**src/rtl/c8ic_pkg.sv**
```systemverilog
// ----------------------------------------------------------------------------
// c8ic_pkg: shared types and constants of the CHIP-8 instruction core
// Holds the mode codes, reset constants, font table and the command and
// status structs between the controller and the datapath.
// ----------------------------------------------------------------------------
package c8ic_pkg;

   localparam int MEM_BYTES_DEFAULT   = 4096;
   localparam int STACK_DEPTH_DEFAULT = 16;

   localparam logic [15:0] START_ADDR  = 16'h0200;
   localparam logic [15:0] FONT_ADDR   = 16'h0050;
   localparam logic [15:0] INDEX_LIMIT = 16'h1000;
   localparam int          FONT_BYTES  = 80;

   localparam logic [2:0] MODE_STEP  = 3'd0;
   localparam logic [2:0] MODE_WRITE = 3'd1;
   localparam logic [2:0] MODE_TICK  = 3'd2;
   localparam logic [2:0] MODE_READ  = 3'd3;
   localparam logic [2:0] MODE_FLAG  = 3'd4;

   localparam logic [1:0] CSR_SHIFT_VY = 2'd0;
   localparam logic [1:0] CSR_JUMP_V0  = 2'd1;
   localparam logic [1:0] CSR_ADV_IDX  = 2'd2;

   // Input request word fields.
   typedef struct packed {
      logic [7:0]  random_byte;
      logic [3:0]  key_event_code;
      logic        key_event_valid;
      logic [15:0] key_state;
      logic [7:0]  data;
      logic [11:0] address;
      logic [2:0]  mode;
   } req_type;

   typedef struct packed {
      logic        stack_fault;
      logic [7:0]  read_data;
      logic        waiting_for_key;
      logic        sound_on;
      logic [3:0]  draw_rows;
      logic [7:0]  draw_y;
      logic [7:0]  draw_x;
      logic        draw_request;
      logic        clear_request;
      logic [15:0] index_value;
      logic [15:0] program_counter;
   } rsp_type;

   // Controller to datapath commands.
   typedef struct packed {
      logic       load_req;    // latch request, clear result flags
      logic       do_simple;   // modes other than step and read
      logic       mem_rd;      // issue memory read at the rd_sel address
      logic [1:0] rd_sel;      // 0 pc, 1 pc+1, 2 index+k, 3 address field
      logic       latch_hi;    // opcode high byte from read data
      logic       latch_lo;    // opcode low byte from read data
      logic       exec;        // execute the opcode and advance the pc
      logic       bm_store;    // block move write one byte, k
      logic       bm_load;     // block move load read data into V[k-1]
      logic       bcd_store;   // BCD write one digit, k
      logic       rd_data;     // capture read byte for read mode
      logic       finish;      // block move index update
      logic [3:0] k;
   } cmd_type;

   typedef struct packed {
      logic [2:0] mode;
      logic       is_bm_store;
      logic       is_bm_load;
      logic       is_bcd;
      logic [3:0] x;
   } sts_type;

   function automatic logic [7:0] font_byte(input logic [6:0] idx);
      logic [7:0] f [0:79];
      f = '{8'hF0,8'h90,8'h90,8'h90,8'hF0, 8'h20,8'h60,8'h20,8'h20,8'h70,
            8'hF0,8'h10,8'hF0,8'h80,8'hF0, 8'hF0,8'h10,8'hF0,8'h10,8'hF0,
            8'h90,8'h90,8'hF0,8'h10,8'h10, 8'hF0,8'h80,8'hF0,8'h10,8'hF0,
            8'hF0,8'h80,8'hF0,8'h90,8'hF0, 8'hF0,8'h10,8'h20,8'h40,8'h40,
            8'hF0,8'h90,8'hF0,8'h90,8'hF0, 8'hF0,8'h90,8'hF0,8'h10,8'hF0,
            8'hF0,8'h90,8'hF0,8'h90,8'h90, 8'hE0,8'h90,8'hE0,8'h90,8'hE0,
            8'hF0,8'h80,8'h80,8'h80,8'hF0, 8'hE0,8'h90,8'h90,8'h90,8'hE0,
            8'hF0,8'h80,8'hF0,8'h80,8'hF0, 8'hF0,8'h80,8'hF0,8'h80,8'h80};
      if (idx < 7'(FONT_BYTES)) return f[idx];
      return 8'h00;
   endfunction

endpackage

```
**src/rtl/c8ic_controller.sv**
```systemverilog
// ----------------------------------------------------------------------------
// c8ic_controller: sequencing state machine of the instruction core
// Runs the memory clear after reset and steps each request through a simple
// action, a memory read, or fetch, execute and block moves, then responds.
// ----------------------------------------------------------------------------
module c8ic_controller
   import c8ic_pkg::*;
#(
   parameter int MEM_BYTES = MEM_BYTES_DEFAULT
) (
   input  logic    clock,
   input  logic    reset,
   input  logic    req_valid,
   output logic    req_ready,
   output logic    rsp_valid,
   input  logic    rsp_ready,
   input  sts_type sts,
   output cmd_type cmd,
   output logic    clear_active,
   output logic [$clog2(MEM_BYTES)-1:0] clear_addr
);
   localparam int AW = $clog2(MEM_BYTES);

   typedef enum logic [3:0] {
      S_CLEAR, S_IDLE, S_DISPATCH, S_FETCH_HI, S_FETCH_LO, S_DECODE,
      S_BLOCK, S_BLOCK_WAIT, S_READ_WAIT, S_RESULT
   } state_type;

   state_type     state_ff, state_in;
   logic [AW-1:0] clr_ff, clr_in;
   logic [3:0]    k_ff, k_in;
   logic          valid_ff, valid_in;

   assign clear_active = (state_ff == S_CLEAR);
   assign clear_addr   = clr_ff;
   assign rsp_valid    = valid_ff;
   // A new request may enter only once the last result is gone or being taken.
   assign req_ready    = (state_ff == S_IDLE) && (!valid_ff || rsp_ready);

   always_comb begin
      state_in = state_ff;
      clr_in   = clr_ff;
      k_in     = k_ff;
      valid_in = valid_ff && !rsp_ready;
      cmd      = '0;
      cmd.k    = k_ff;
      case (state_ff)
         S_CLEAR: begin
            clr_in = clr_ff + AW'(1);
            if (clr_ff == AW'(MEM_BYTES - 1)) state_in = S_IDLE;
         end
         S_IDLE: begin
            if (req_valid && req_ready) begin
               cmd.load_req = 1'b1;
               state_in = S_DISPATCH;
            end
         end
         S_DISPATCH: begin
            if (sts.mode == MODE_STEP) begin
               cmd.mem_rd = 1'b1;
               cmd.rd_sel = 2'd0;
               state_in = S_FETCH_HI;
            end else if (sts.mode == MODE_READ) begin
               cmd.mem_rd = 1'b1;
               cmd.rd_sel = 2'd3;
               state_in = S_READ_WAIT;
            end else begin
               cmd.do_simple = 1'b1;
               state_in = S_RESULT;
            end
         end
         S_READ_WAIT: begin
            cmd.rd_data = 1'b1;
            state_in = S_RESULT;
         end
         S_FETCH_HI: begin
            cmd.latch_hi = 1'b1;
            cmd.mem_rd = 1'b1;
            cmd.rd_sel = 2'd1;
            state_in = S_FETCH_LO;
         end
         S_FETCH_LO: begin
            cmd.latch_lo = 1'b1;
            k_in = 4'd0;
            state_in = S_DECODE;
         end
         S_DECODE: begin
            if (sts.is_bm_store || sts.is_bm_load || sts.is_bcd) begin
               state_in = S_BLOCK;
            end else begin
               cmd.exec = 1'b1;
               state_in = S_RESULT;
            end
         end
         S_BLOCK: begin
            // One byte per cycle at I+k; loads are written into V from the read register in the following cycle.
            cmd.rd_sel = 2'd2;
            if (sts.is_bcd) begin
               cmd.bcd_store = 1'b1;
               k_in = k_ff + 4'd1;
               if (k_ff == 4'd2) begin
                  cmd.exec = 1'b1;
                  state_in = S_RESULT;
               end
            end else if (sts.is_bm_store) begin
               cmd.bm_store = 1'b1;
               k_in = k_ff + 4'd1;
               if (k_ff == sts.x) begin
                  cmd.exec = 1'b1;
                  cmd.finish = 1'b1;
                  state_in = S_RESULT;
               end
            end else begin
               cmd.mem_rd = 1'b1;
               cmd.bm_load = (k_ff != 4'd0);
               cmd.k = k_ff;
               k_in = k_ff + 4'd1;
               if (k_ff == sts.x) state_in = S_BLOCK_WAIT;
            end
         end
         S_BLOCK_WAIT: begin
            cmd.bm_load = 1'b1;
            cmd.k = k_ff;
            cmd.exec = 1'b1;
            cmd.finish = 1'b1;
            state_in = S_RESULT;
         end
         S_RESULT: begin
            valid_in = 1'b1;
            state_in = S_IDLE;
         end
         default: state_in = S_IDLE;
      endcase
   end

   always_ff @(posedge clock) begin
      if (reset) begin
         state_ff <= S_CLEAR;
         clr_ff   <= '0;
         k_ff     <= 4'd0;
         valid_ff <= 1'b0;
      end else begin
         state_ff <= state_in;
         clr_ff   <= clr_in;
         k_ff     <= k_in;
         valid_ff <= valid_in;
      end
   end

endmodule

```
**config.mk**
```make
export PLATFORM = sky130hd
export DESIGN_NAME = c8ic_controller
export DESIGN_NICKNAME = d
export VERILOG_FILES = /design/src/rtl/c8ic_pkg.sv /design/src/rtl/c8ic_controller.sv
export SDC_FILE = /design/constraint.sdc
export NUM_CORES = 1
export LEC_CHECK = 0
export BUFFER_PORTS_ARGS = -buffer_cell sky130_fd_sc_hd__clkbuf_2
export CAP_MARGIN = 20
export CORE_MARGIN = 2
export CORE_UTILIZATION = 44
export CTS_CLUSTER_SIZE = 25
export DETAILED_ROUTE_END_ITERATION = 8
export PLACE_DENSITY = 0.79
export SLEW_MARGIN = 40
export SYNTH_ARGS = -nofsm -noshare
export SYNTH_HDL_FRONTEND = slang
export SYNTH_SLANG_ARGS = --single-unit
```
**constraint.sdc**
```tcl
create_clock -name clock -period 1.9 [get_ports clock]
set_input_delay 0.19 -clock clock [delete_from_list [all_inputs] [get_ports clock]]
set_output_delay 0.19 -clock clock [all_outputs]
set_load 0.1 [all_outputs]
```
-- Word level (Yosys, flattened, before mapping)
Cells that the tools add are included.
- $add $sub $neg: 2
- equality and inequality tests: 17
- multiplexer cells: 41
- reduce and logical (&&, ||, !) cells: 14
- operators by type and width (kind ; number):
    2-to-1 mux 4 bit ; 9
    one-hot mux 4 bit (8 select lines) ; 1
    2-to-1 mux 1 bit ; 21
    == test 4 x 3 -> 1 bit, second input constant ; 4
    adder 12 x 1 -> 12 bit, second input constant ; 1
    == test 12 bit, second input constant ; 1
    == test 4 x 2 -> 1 bit, second input constant ; 3
    one-hot mux 5 bit (2 select lines) ; 1
    one-hot mux 3 bit (3 select lines) ; 1
    == test 4 bit, second input constant ; 2
    one-hot mux 4 bit (2 select lines) ; 1
    2-to-1 mux 3 bit ; 2
    != test 3 bit, second input constant ; 2
    2-to-1 mux 5 bit ; 1
    adder 4 x 1 -> 4 bit, second input constant ; 1
    == test 4 x 1 -> 1 bit, second input constant ; 1
    == test 4 bit ; 1
    zero test 4 bit ; 1
    2-to-1 mux 2 bit ; 2
    != test 2 x 1 -> 1 bit, second input constant ; 2
    AND reduction 4 bit ; 1
    nonzero test 4 bit ; 1
    == test 3 x 2 -> 1 bit, second input constant ; 1
    logical AND 1 bit ; 3
    7 further kinds ; 10
- flip-flop bits (word level): 21
- bits of input ports: 14
- output and inout bits: 32
- logic and storage cells: 78

-- Depth between registers and ports, before layout
Gate-level depths: netlist (run 1).
- depth after elaboration: 6
- depth in mapped cells: 8
- mapped depth without buffers: 6

-- Least setup slack after synthesis (run 1)
OpenSTA, ideal clock, no wires.
- kind: register -> output
- start point: register k_ff[0]
- end point: output port cmd[4] (netlist bit)
- data arrival time: 4440 ps
- data required time: 1710 ps
- path slack: -2730 ps
- stages on the path, launching flop included: 4
- path buffers: 0
- cell sequence: dfxtp_1 -> xnor2_1 -> nand4_1 -> o41ai_1
- RTL lines (element ; line ; RTL):
    start, declared ; c8ic_controller.sv:31 ; logic [3:0] k_ff, k_in;
    start signal, assigned ; c8ic_controller.sv:145 ; k_ff <= k_in;
    end, declared ; c8ic_controller.sv:18 ; output cmd_type cmd,

-- Worst setup path in the final report (run 1)
- start point: register state_ff[0]
- end point: register clr_ff[9], in the netlist clear_addr[9]
- longest elaborated chain between the ends: 1
- RTL lines (element ; line ; RTL):
    start, declared ; c8ic_controller.sv:29 ; state_type state_ff, state_in;
    start signal, assigned ; c8ic_controller.sv:143 ; state_ff <= state_in;
    zero test 4 bit ; c8ic_controller.sv:47 ; case (state_ff)
    end signal, assigned ; c8ic_controller.sv:144 ; clr_ff <= clr_in;
    end, declared ; c8ic_controller.sv:30 ; logic [AW-1:0] clr_ff, clr_in;
Every way passes these cells.
A chain may end at the register's enable or synchronous reset.

==> impl_summary.txt, run 1 <==
----------------------------------------------------
[Floorplanning]
  Die outline height ... 58.9 µm
  Floorplan die width ... 58.9 µm
  Core outline area ... 0.00281 mm²
  Effective utilization at floorplan ... 0.472
  Area enclosed by the die boundary ... 0.00346 mm²
  Number of I/O pins ... 46
  Std-Cell Rows ... 19

[Worst setup path]
  Worst r2r path cells ... 6
  Sort of element at the start of the critical path ... register
  Register-to-Register Setup Slack ... 0.008 ns
  Critical Path End Type ... register
  Data arrival time of the critical path ... 2.12 ns
  Critical-path maximum fanout ... 3
  Type of the setup path with the least slack ... reg -> reg
  Reg-to-reg critical path startpoint ... state_ff[0]
  Required time of the critical path ... 2.13 ns
  Worst R2R End ... clear_addr[9]

[Layout]
  Share of final-layout standard cells stronger than drive strength 1 ... 0.480
  Most common cell after layout, fill and taps aside ... clkbuf_2
  Final layout net count ... 248
  Top library cells by usage in the layout, fill and taps aside ... clkbuf_2 (30), nor2_1 (22), buf_12 (15)
  Number of antenna diodes ... 0
  Area of the multi-input gates ... 981 µm²
  Register cell area after layout ... 452 µm²
  Fill cell count ... 209
  Final cell count without fillers ... 260
  Non-Filler Cell Area, Final ... 0.00211 mm²
  Signed area change from the synthesized netlist to the final layout ... 59.5%

[Route]
  First-iteration detailed-routing DRC count ... 51
  Average via count per standard cell ... 5.52
  Routed vias ... 1434
  Final routed wire length divided by cell count ... 13.4 µm
  Drt drc ... 5
  Total length of routed wires ... 3.48 mm
  Final antenna-violating net count ... 0
  Drt first pass iters ... 6

[Synthesis]
  Register bit count reported by yosys ... 21
  Gate Count Post-Synth ... 174
  Synth area leaders ... dfxtp_1 (32%), nor2_1 (7.9%), xor2_1 (4.6%)
  Synth Warn # ... 0
  Synthesized Nets ... 192
  Dominant register cell in the synthesized netlist ... dfxtp_1
  Unique masters post-synth ... 40
  Netlist area before placement ... 0.00132 mm²
  Count of flip-flops with a built-in enable after synthesis ... 0
  Async set-reset flop share out of synthesis ... 0
  Library cell occupying the most area in the post-synthesis netlist ... dfxtp_1
  Sequential share of the synthesized area ... 0.318
  Proportion of netlist area held by the largest area contributor ... 0.318
  Average instance area after synthesis ... 7.61 µm²

[Global route]
  Global Route Usage Sum ... 0.203
  Number of global-route vias before repair ... 1322
  Maximum number of pins on one net before global-route repair ... 20
  Initial antenna violation count ... 0
  Residual overflow from global routing ... 0
  First-pass GRT wire length ... 5.60 mm

[CTS]
  CTS tree ... yes
  Htree depth ... 1
  Hold buffer count at CTS ... 0
  Clock latency on the worst-skew pair ... 0.30 ns
  Clk buf depth ... 2
  CTS Root Cell ... clkbuf_4
  CTS Buf Count ... 3
  Clk sink count ... 21
  Clock-pin transition on the worst setup and hold timing paths ... 0.12 ns

[Timing]
  Final-report setup violation count ... 0
  Peak clock frequency supported by timing ... 528 MHz
  Actual slew at the worst max-slew pin ... 0.539 ns
  Hold WS ... 0.197 ns
  Relative slew slack ... 0.636
  Setup Skew ... 0.00678 ns
  Unrepaired setup endpoints after global routing ... yes
  Final setup slack of the worst path ... 0.00771 ns
  Final count of pins violating max slew ... 0
  Final worst path period share ... 0.996
  Hold Fails Final Rpt ... 0
  Final critical delay including setup and external delays ... 1.89 ns

[Status]
  Status ... complete, but fails checks
  Failing checks ... design-rule violations

[Pwr]
  Power density over cell area ... 364 mW/mm²
  Worst vdd rail ir drop ... 0.435 mV
  Static leakage ... 0.856 nW

[Place]
  Placed standard-cell area ... 0.00200 mm²
  Number of instances in the placed design ... 251
  Final HPWL DP ... 2.65 mm
  Input/output buffers ... 45
  Pre-CTS worst setup slack ... -0.0503 ns
  Gpl congestion ... 0.764

[Min path]
  Number of instances on the worst hold path ... 3
  Worst hold path startpoint ... reset
  Worst Hold Class ... in -> reg
  Hold worst-path end ... state_ff[1]

[Flow run]
  Count of max-cap constraint violations ... 0

----------------------------------------------------
==> worst max-delay path by stage <==
| stage | start | to | slack (ns) |
|---|---|---|---|
| floorplan | k_ff[2] | cmd[4] | -0.41 |
| global placement | state_ff[1] | clear_addr[9] | 0.009 |
| detailed placement | state_ff[1] | clear_addr[9] | -0.05 |
| CTS | state_ff[0] | clear_addr[9] | 0.006 |
| global route | k_ff[0] | cmd[9] | -0.06 |
| finish | state_ff[0] | clear_addr[9] | 0.008 |
==> layout make-up <==
class,instances,area share
sequential,21,0.214
inverter,6,0.0166
multi-input combinational,137,0.464
clock inverter,1,0.00237
tap,31,0.0184
timing repair buffer,61,0.274
clock buffer,3,0.0107
==> cell usage after synthesis (all sizes together) (4+ instances only) <==
library cell,count
o21ai,6
ha,4
nand4,5
a21oi,9
nand3,8
clkbuf,8
dfxtp,21
and3,5
xor2,7
nand2,15
or3,5
inv,5
nor3,10
xnor2,5
nor2,28
==> stage by stage <==
stage | utilization | power [mW] | setup TNS [ns]
after floorplan | - | 0.535 | -1.05
final | 0.753 | 0.769 | 0
after global placement | 0.712 | 0.563 | 0
after detailed placement | 0.712 | 0.566 | -0.0503
after CTS | 0.736 | 0.776 | 0
after global routing | 0.753 | 0.811 | -0.150
==> logic make-up (layout without fill, tap and decap cells) <==
logic type / count (synthesis) / after routing / share of synthesized area
adders and majority gates: 4 / 4 / 0.0378
muxes: 4 / 4 / 0.0312
buffers and inverters: 16 / 71 / 0.0605
xor gates and xnor gates: 12 / 12 / 0.0794
DFF: 21 / 21 / 0.318
and+or+nand+nor: 90 / 90 / 0.346
AOI/OAI and AO/OA: 27 / 27 / 0.128
==> what timing repair did <==
| item | 4_1_cts | 5_1_grt |
|---|---|---|
| gates cloned | 0 | 0 |
| buffers inserted | 2 | 3 |
| endpoints found under the setup margin | 5 | 7 |
| gates resized for setup | 5 | 6 |
| pin swaps | 8 | 5 |
==> worst max-delay path: stages, from the launching register on <==
cell      delay (ns)
dfxtp_2         0.34
or4_4           0.58
clkinv_8        0.07
nand2_4         0.04
or3_4           0.34
or3_1           0.32
a21oi_1         0.13
==> state kept, by name, summed over array words and instances (netlist names) <==
signal and count:
clear_addr 12, k_ff 4, rsp_valid 1, state_ff 4
==> per-layer routing <==
layer | up-vias | routed length [µm] | GRT usage
met1 | 664 | 1490 | 0.252
met3 | 6 | 186 | 0.0264
li1 | 721 | - | -
met4 | 0 | 53 | 0.0909
met5 | - | 0 | 0
met2 | 43 | 1750 | 0.349
==> power by group <==
group | leakage, nW | switching (mW) | total (mW) | internal (mW)
sequential | 0.179 | 0.00605 | 0.447 | 0.441
combinational | 0.660 | 0.0801 | 0.112 | 0.0319
clock | 0.0177 | 0.132 | 0.210 | 0.0783
total | 0.856 | 0.218 | 0.769 | 0.551
No activity file was read; power rests on OpenSTA's default activity.
==> run 2, diff against run 1 <==
BUFFER_PORTS_ARGS = not set   (was -buffer_cell sky130_fd_sc_hd__clkbuf_2)
CORE_UTILIZATION = 45   (was 44)
DONT_BUFFER_PORTS = 1   (was not set)
PLACE_DENSITY = 0.67   (was 0.79)
==> run 2 against run 1 <==
  * Sequential power about the same
  * Sequential cell count did not move
  * Clock skew fell by 0.0043 ns
  * Critical endpoint is now clear_addr[11]
  * Non-clock buffer count down 6
  * The flow finishes with violations (negative setup slack)
  * Wire length increased by 3.8%
  * Largest cell class unchanged
  * Combinational power is 13% lower
  * Worst hold slack got worse by 0.12 ns
==> impl_summary.txt, run 2 (synthesis gave the netlist of run 1 again) <==
----------------------------------------------------
[Place]
  Number of instances in the placed design ... 236 (was 251)
  Final HPWL DP ... 2.57 mm (was 2.65 mm)
  Pre-CTS worst setup slack ... -0.0491 ns (was -0.0503 ns)
  Gpl congestion ... 0.824 (was 0.764)
  Input/output buffers ... 0 (was 45)

[Worst setup path]
  Logic depth of the worst setup path including buffers ... 6 (unchanged)
  Largest stage delay on the critical path ... 0.58 ns (about the same)
  Worst R2R End ... clear_addr[11] (was clear_addr[9])
  Dominant cell type by count on the critical path ... or3_4
  Critical-path maximum fanout ... 3 (unchanged)
  Critical path buffers and inverters ... 1 (unchanged)
  Type of the setup path with the least slack ... reg -> reg (unchanged)
  Data arrival time of the critical path ... 2.16 ns (was 2.12 ns)
  Reg-to-reg critical path startpoint ... state_ff[2] (was state_ff[0])
  Crit path to ... clear_addr[11] (was clear_addr[9])
  Register-to-Register Setup Slack ... -0.04 ns (was 0.008 ns)
  Cell with the largest stage delay on the worst path ... or4_4 (unchanged)
  Required time of the critical path ... 2.13 ns (about the same)
  Critical Path End Type ... register (unchanged)
  Top delay family on crit path ... simple AND/OR/NAND/NOR gates (unchanged)
  Sort of element at the start of the critical path ... register (unchanged)
  Launching element of the worst setup path ... state_ff[2] (was state_ff[0])
  Ordered list of cells on the worst path ... or4_4 -> clkinv_8 -> nand2_4 -> or3_4 -> or3_4 -> a21oi_2 (was or4_4 -> clkinv_8 -> nand2_4 -> or3_4 -> or3_1 -> a21oi_1)
  Worst r2r path cells ... 6 (unchanged)

[Global route]
  Global Route Usage Sum ... 0.218 (was 0.203)
  Number of global-route vias before repair ... 1393 (was 1322)
  First-pass GRT wire length ... 5.89 mm (was 5.60 mm)
  Initial antenna violation count ... 0 (unchanged)
  Maximum number of pins on one net before global-route repair ... 20 (unchanged)
  Residual overflow from global routing ... 0 (unchanged)

[Pwr]
  Int Pwr ... 0.548 mW (was 0.551 mW)
  Static leakage ... 0.853 nW (was 0.856 nW)
  Worst vdd rail ir drop ... 0.591 mV (was 0.435 mV)
  Share of power burned in combinational logic ... 0.129 (was 0.146)
  Share of total power in sequential cells ... 0.593 (was 0.581)
  Tot Pwr ... 0.753 mW (was 0.769 mW)
  Net Switching ... 0.205 mW (was 0.218 mW)
  Switching share of total power ... 0.273 (was 0.284)
  Relative contribution of the clock network to total power ... 0.278 (was 0.273)
  Power density over cell area ... 353 mW/mm² (was 364 mW/mm²)

[Layout]
  Area of the multi-input gates ... 0.00101 mm² (was 981 µm²)
  Final cell count without fillers ... 254 (was 260)
  Register cell area after layout ... 453 µm² (was 452 µm²)
  Fill cell count ... 195 (was 209)
  Share of final-layout standard cells stronger than drive strength 1 ... 0.475 (was 0.480)
  Top library cells by usage in the layout, fill and taps aside ... buf_4 (38), nor2_1 (22), dfxtp_2 (14) (was clkbuf_2 (30), nor2_1 (22), buf_12 (15))
  Flip-flop count of the largest register, all copies and words added ... 12 (unchanged)
  Signed area change from the synthesized netlist to the final layout ... 60.9% (was 59.5%)
  Number of antenna diodes ... 0 (unchanged)
  Most common cell after layout, fill and taps aside ... buf_4 (was clkbuf_2)
  Final layout net count ... 242 (was 248)
  Post-route core utilization ... 0.766 (was 0.753)

[Floorplanning]
  Floorplan die width ... 58.2 µm (was 58.9 µm)
  Std-Cell Rows ... 19 (unchanged)
  Core outline area ... 0.00278 mm² (was 0.00281 mm²)
  Die outline height ... 58.2 µm (was 58.9 µm)
  Effective utilization at floorplan ... 0.476 (was 0.472)
  Number of I/O pins ... 46 (unchanged)
  Area enclosed by the die boundary ... 0.00339 mm² (was 0.00346 mm²)

[Route]
  Total length of routed wires ... 3.61 mm (was 3.48 mm)
  Drt drc ... 0 (was 5)
  Average via count per standard cell ... 5.52 (about the same)
  First-iteration detailed-routing DRC count ... 42 (was 51)
  Final antenna-violating net count ... 0 (unchanged)
  Routed vias ... 1401 (was 1434)
  Drt first pass iters ... 4 (was 6)
  Final routed wire length divided by cell count ... 14.2 µm (was 13.4 µm)

[Timing]
  Final count of pins violating max slew ... 0 (unchanged)
  Unrepaired setup endpoints after global routing ... yes (unchanged)
  Relative slew slack ... 0.599 (was 0.636)
  Setup Skew ... 0.00251 ns (was 0.00678 ns)
  Actual slew at the worst max-slew pin ... 0.600 ns (was 0.539 ns)
  Hold WS ... 0.0802 ns (was 0.197 ns)
  Peak clock frequency supported by timing ... 516 MHz (was 528 MHz)
  Final worst path period share ... 1.02 (was 0.996)
  Final-report setup violation count ... 3 (was 0)
  Hold Fails Final Rpt ... 0 (unchanged)
  Final critical delay including setup and external delays ... 1.94 ns (was 1.89 ns)
  Final setup slack of the worst path ... -0.0373 ns (was 0.00771 ns)

[Status]
  Status ... complete, but fails checks (unchanged)
  Failing checks ... negative setup slack (was design-rule violations)

[CTS]
  CTS Buf Count ... 3 (unchanged)
  Clk sink count ... 21 (unchanged)
  CTS tree ... yes (unchanged)
  Clock latency on the worst-skew pair ... 0.29 ns (was 0.30 ns)
  Clk buf depth ... 2 (unchanged)
  Clock-pin transition on the worst setup and hold timing paths ... 0.12 ns (about the same)
  Htree depth ... 1 (unchanged)
  CTS Root Cell ... clkbuf_4 (unchanged)

[Min path]
  Worst Hold Class ... in -> reg (unchanged)

[Flow run]
  Count of max-cap constraint violations ... 0 (unchanged)

----------------------------------------------------
-- run 2: cell types whose count changed in the layout (fill, tap and decap cells not counted), sizes merged --
cell	before	now
buf	31	52
dlygate4sd3	0	3
clkbuf	33	3
-- run 2: timing repair --
item,4_1_cts,5_1_grt
pin swaps,11,12
setup buffers,9,2
hold buffers,2,1
hold endpoints to repair,18,16
gates resized for setup,5,12
endpoints found under the setup margin,5,13
-- run 2: worst min path at each step --
stage / start / end / slack (ns) / depth (start not counted)
after detailed placement: reset / k_ff[1] / 0.25 / 1
after global placement: reset / k_ff[3] / 0.25 / 1
after floorplan: rsp_ready / rsp_valid / 0.43 / 2
after CTS: reset / k_ff[3] / -0.07 / 1
after global routing: reset / state_ff[2] / 0.07 / 2
final: reset / state_ff[2] / 0.08 / 2
-- run 2: worst register-to-register path: cells and delay by family, from the launching register on --
kind	cells	cell delay (ns)
AO/OA/AOI/OAI	1	0.14
buffers and inverters	1	0.07
flip-flops	1	0.34
AND/OR/NAND/NOR	4	1.32
-- run 2: metal layers --
| layer | global-route usage | wire, µm |
|---|---|---|
| met3 | 0.0313 | 190 |
| met4 | 0.0864 | 69 |
| met5 | 0 | 0 |
| met1 | 0.262 | 1520 |
| met2 | 0.390 | 1830 |
-- run 2: stage by stage --
stage               instance area (µm²)   TNS, ns
floorplan                          1510     -1.05
global placement                   1910         0
detailed placement                 1910   -0.0721
CTS                                2050  -0.00510
global route                       2130    -0.405
finish                             2130   -0.0810
-- run 2: cell type report --
cell class | count | share of cell area
clock inverter | 1 | 0.00235
multi-input combinational | 137 | 0.472
clock buffer | 3 | 0.0106
timing repair buffer | 55 | 0.267
inverter | 6 | 0.0165
sequential | 21 | 0.213
tap | 31 | 0.0182
-- run 2: power by group through the flow --
stage,sequential [mW],combinational [mW],clock (mW)
global route,0.447,0.103,0.229
CTS,0.446,0.0891,0.213
finish,0.446,0.0971,0.210
global placement,0.456,0.0840,0
detailed placement,0.456,0.0861,0
floorplan,0.498,0.0369,0
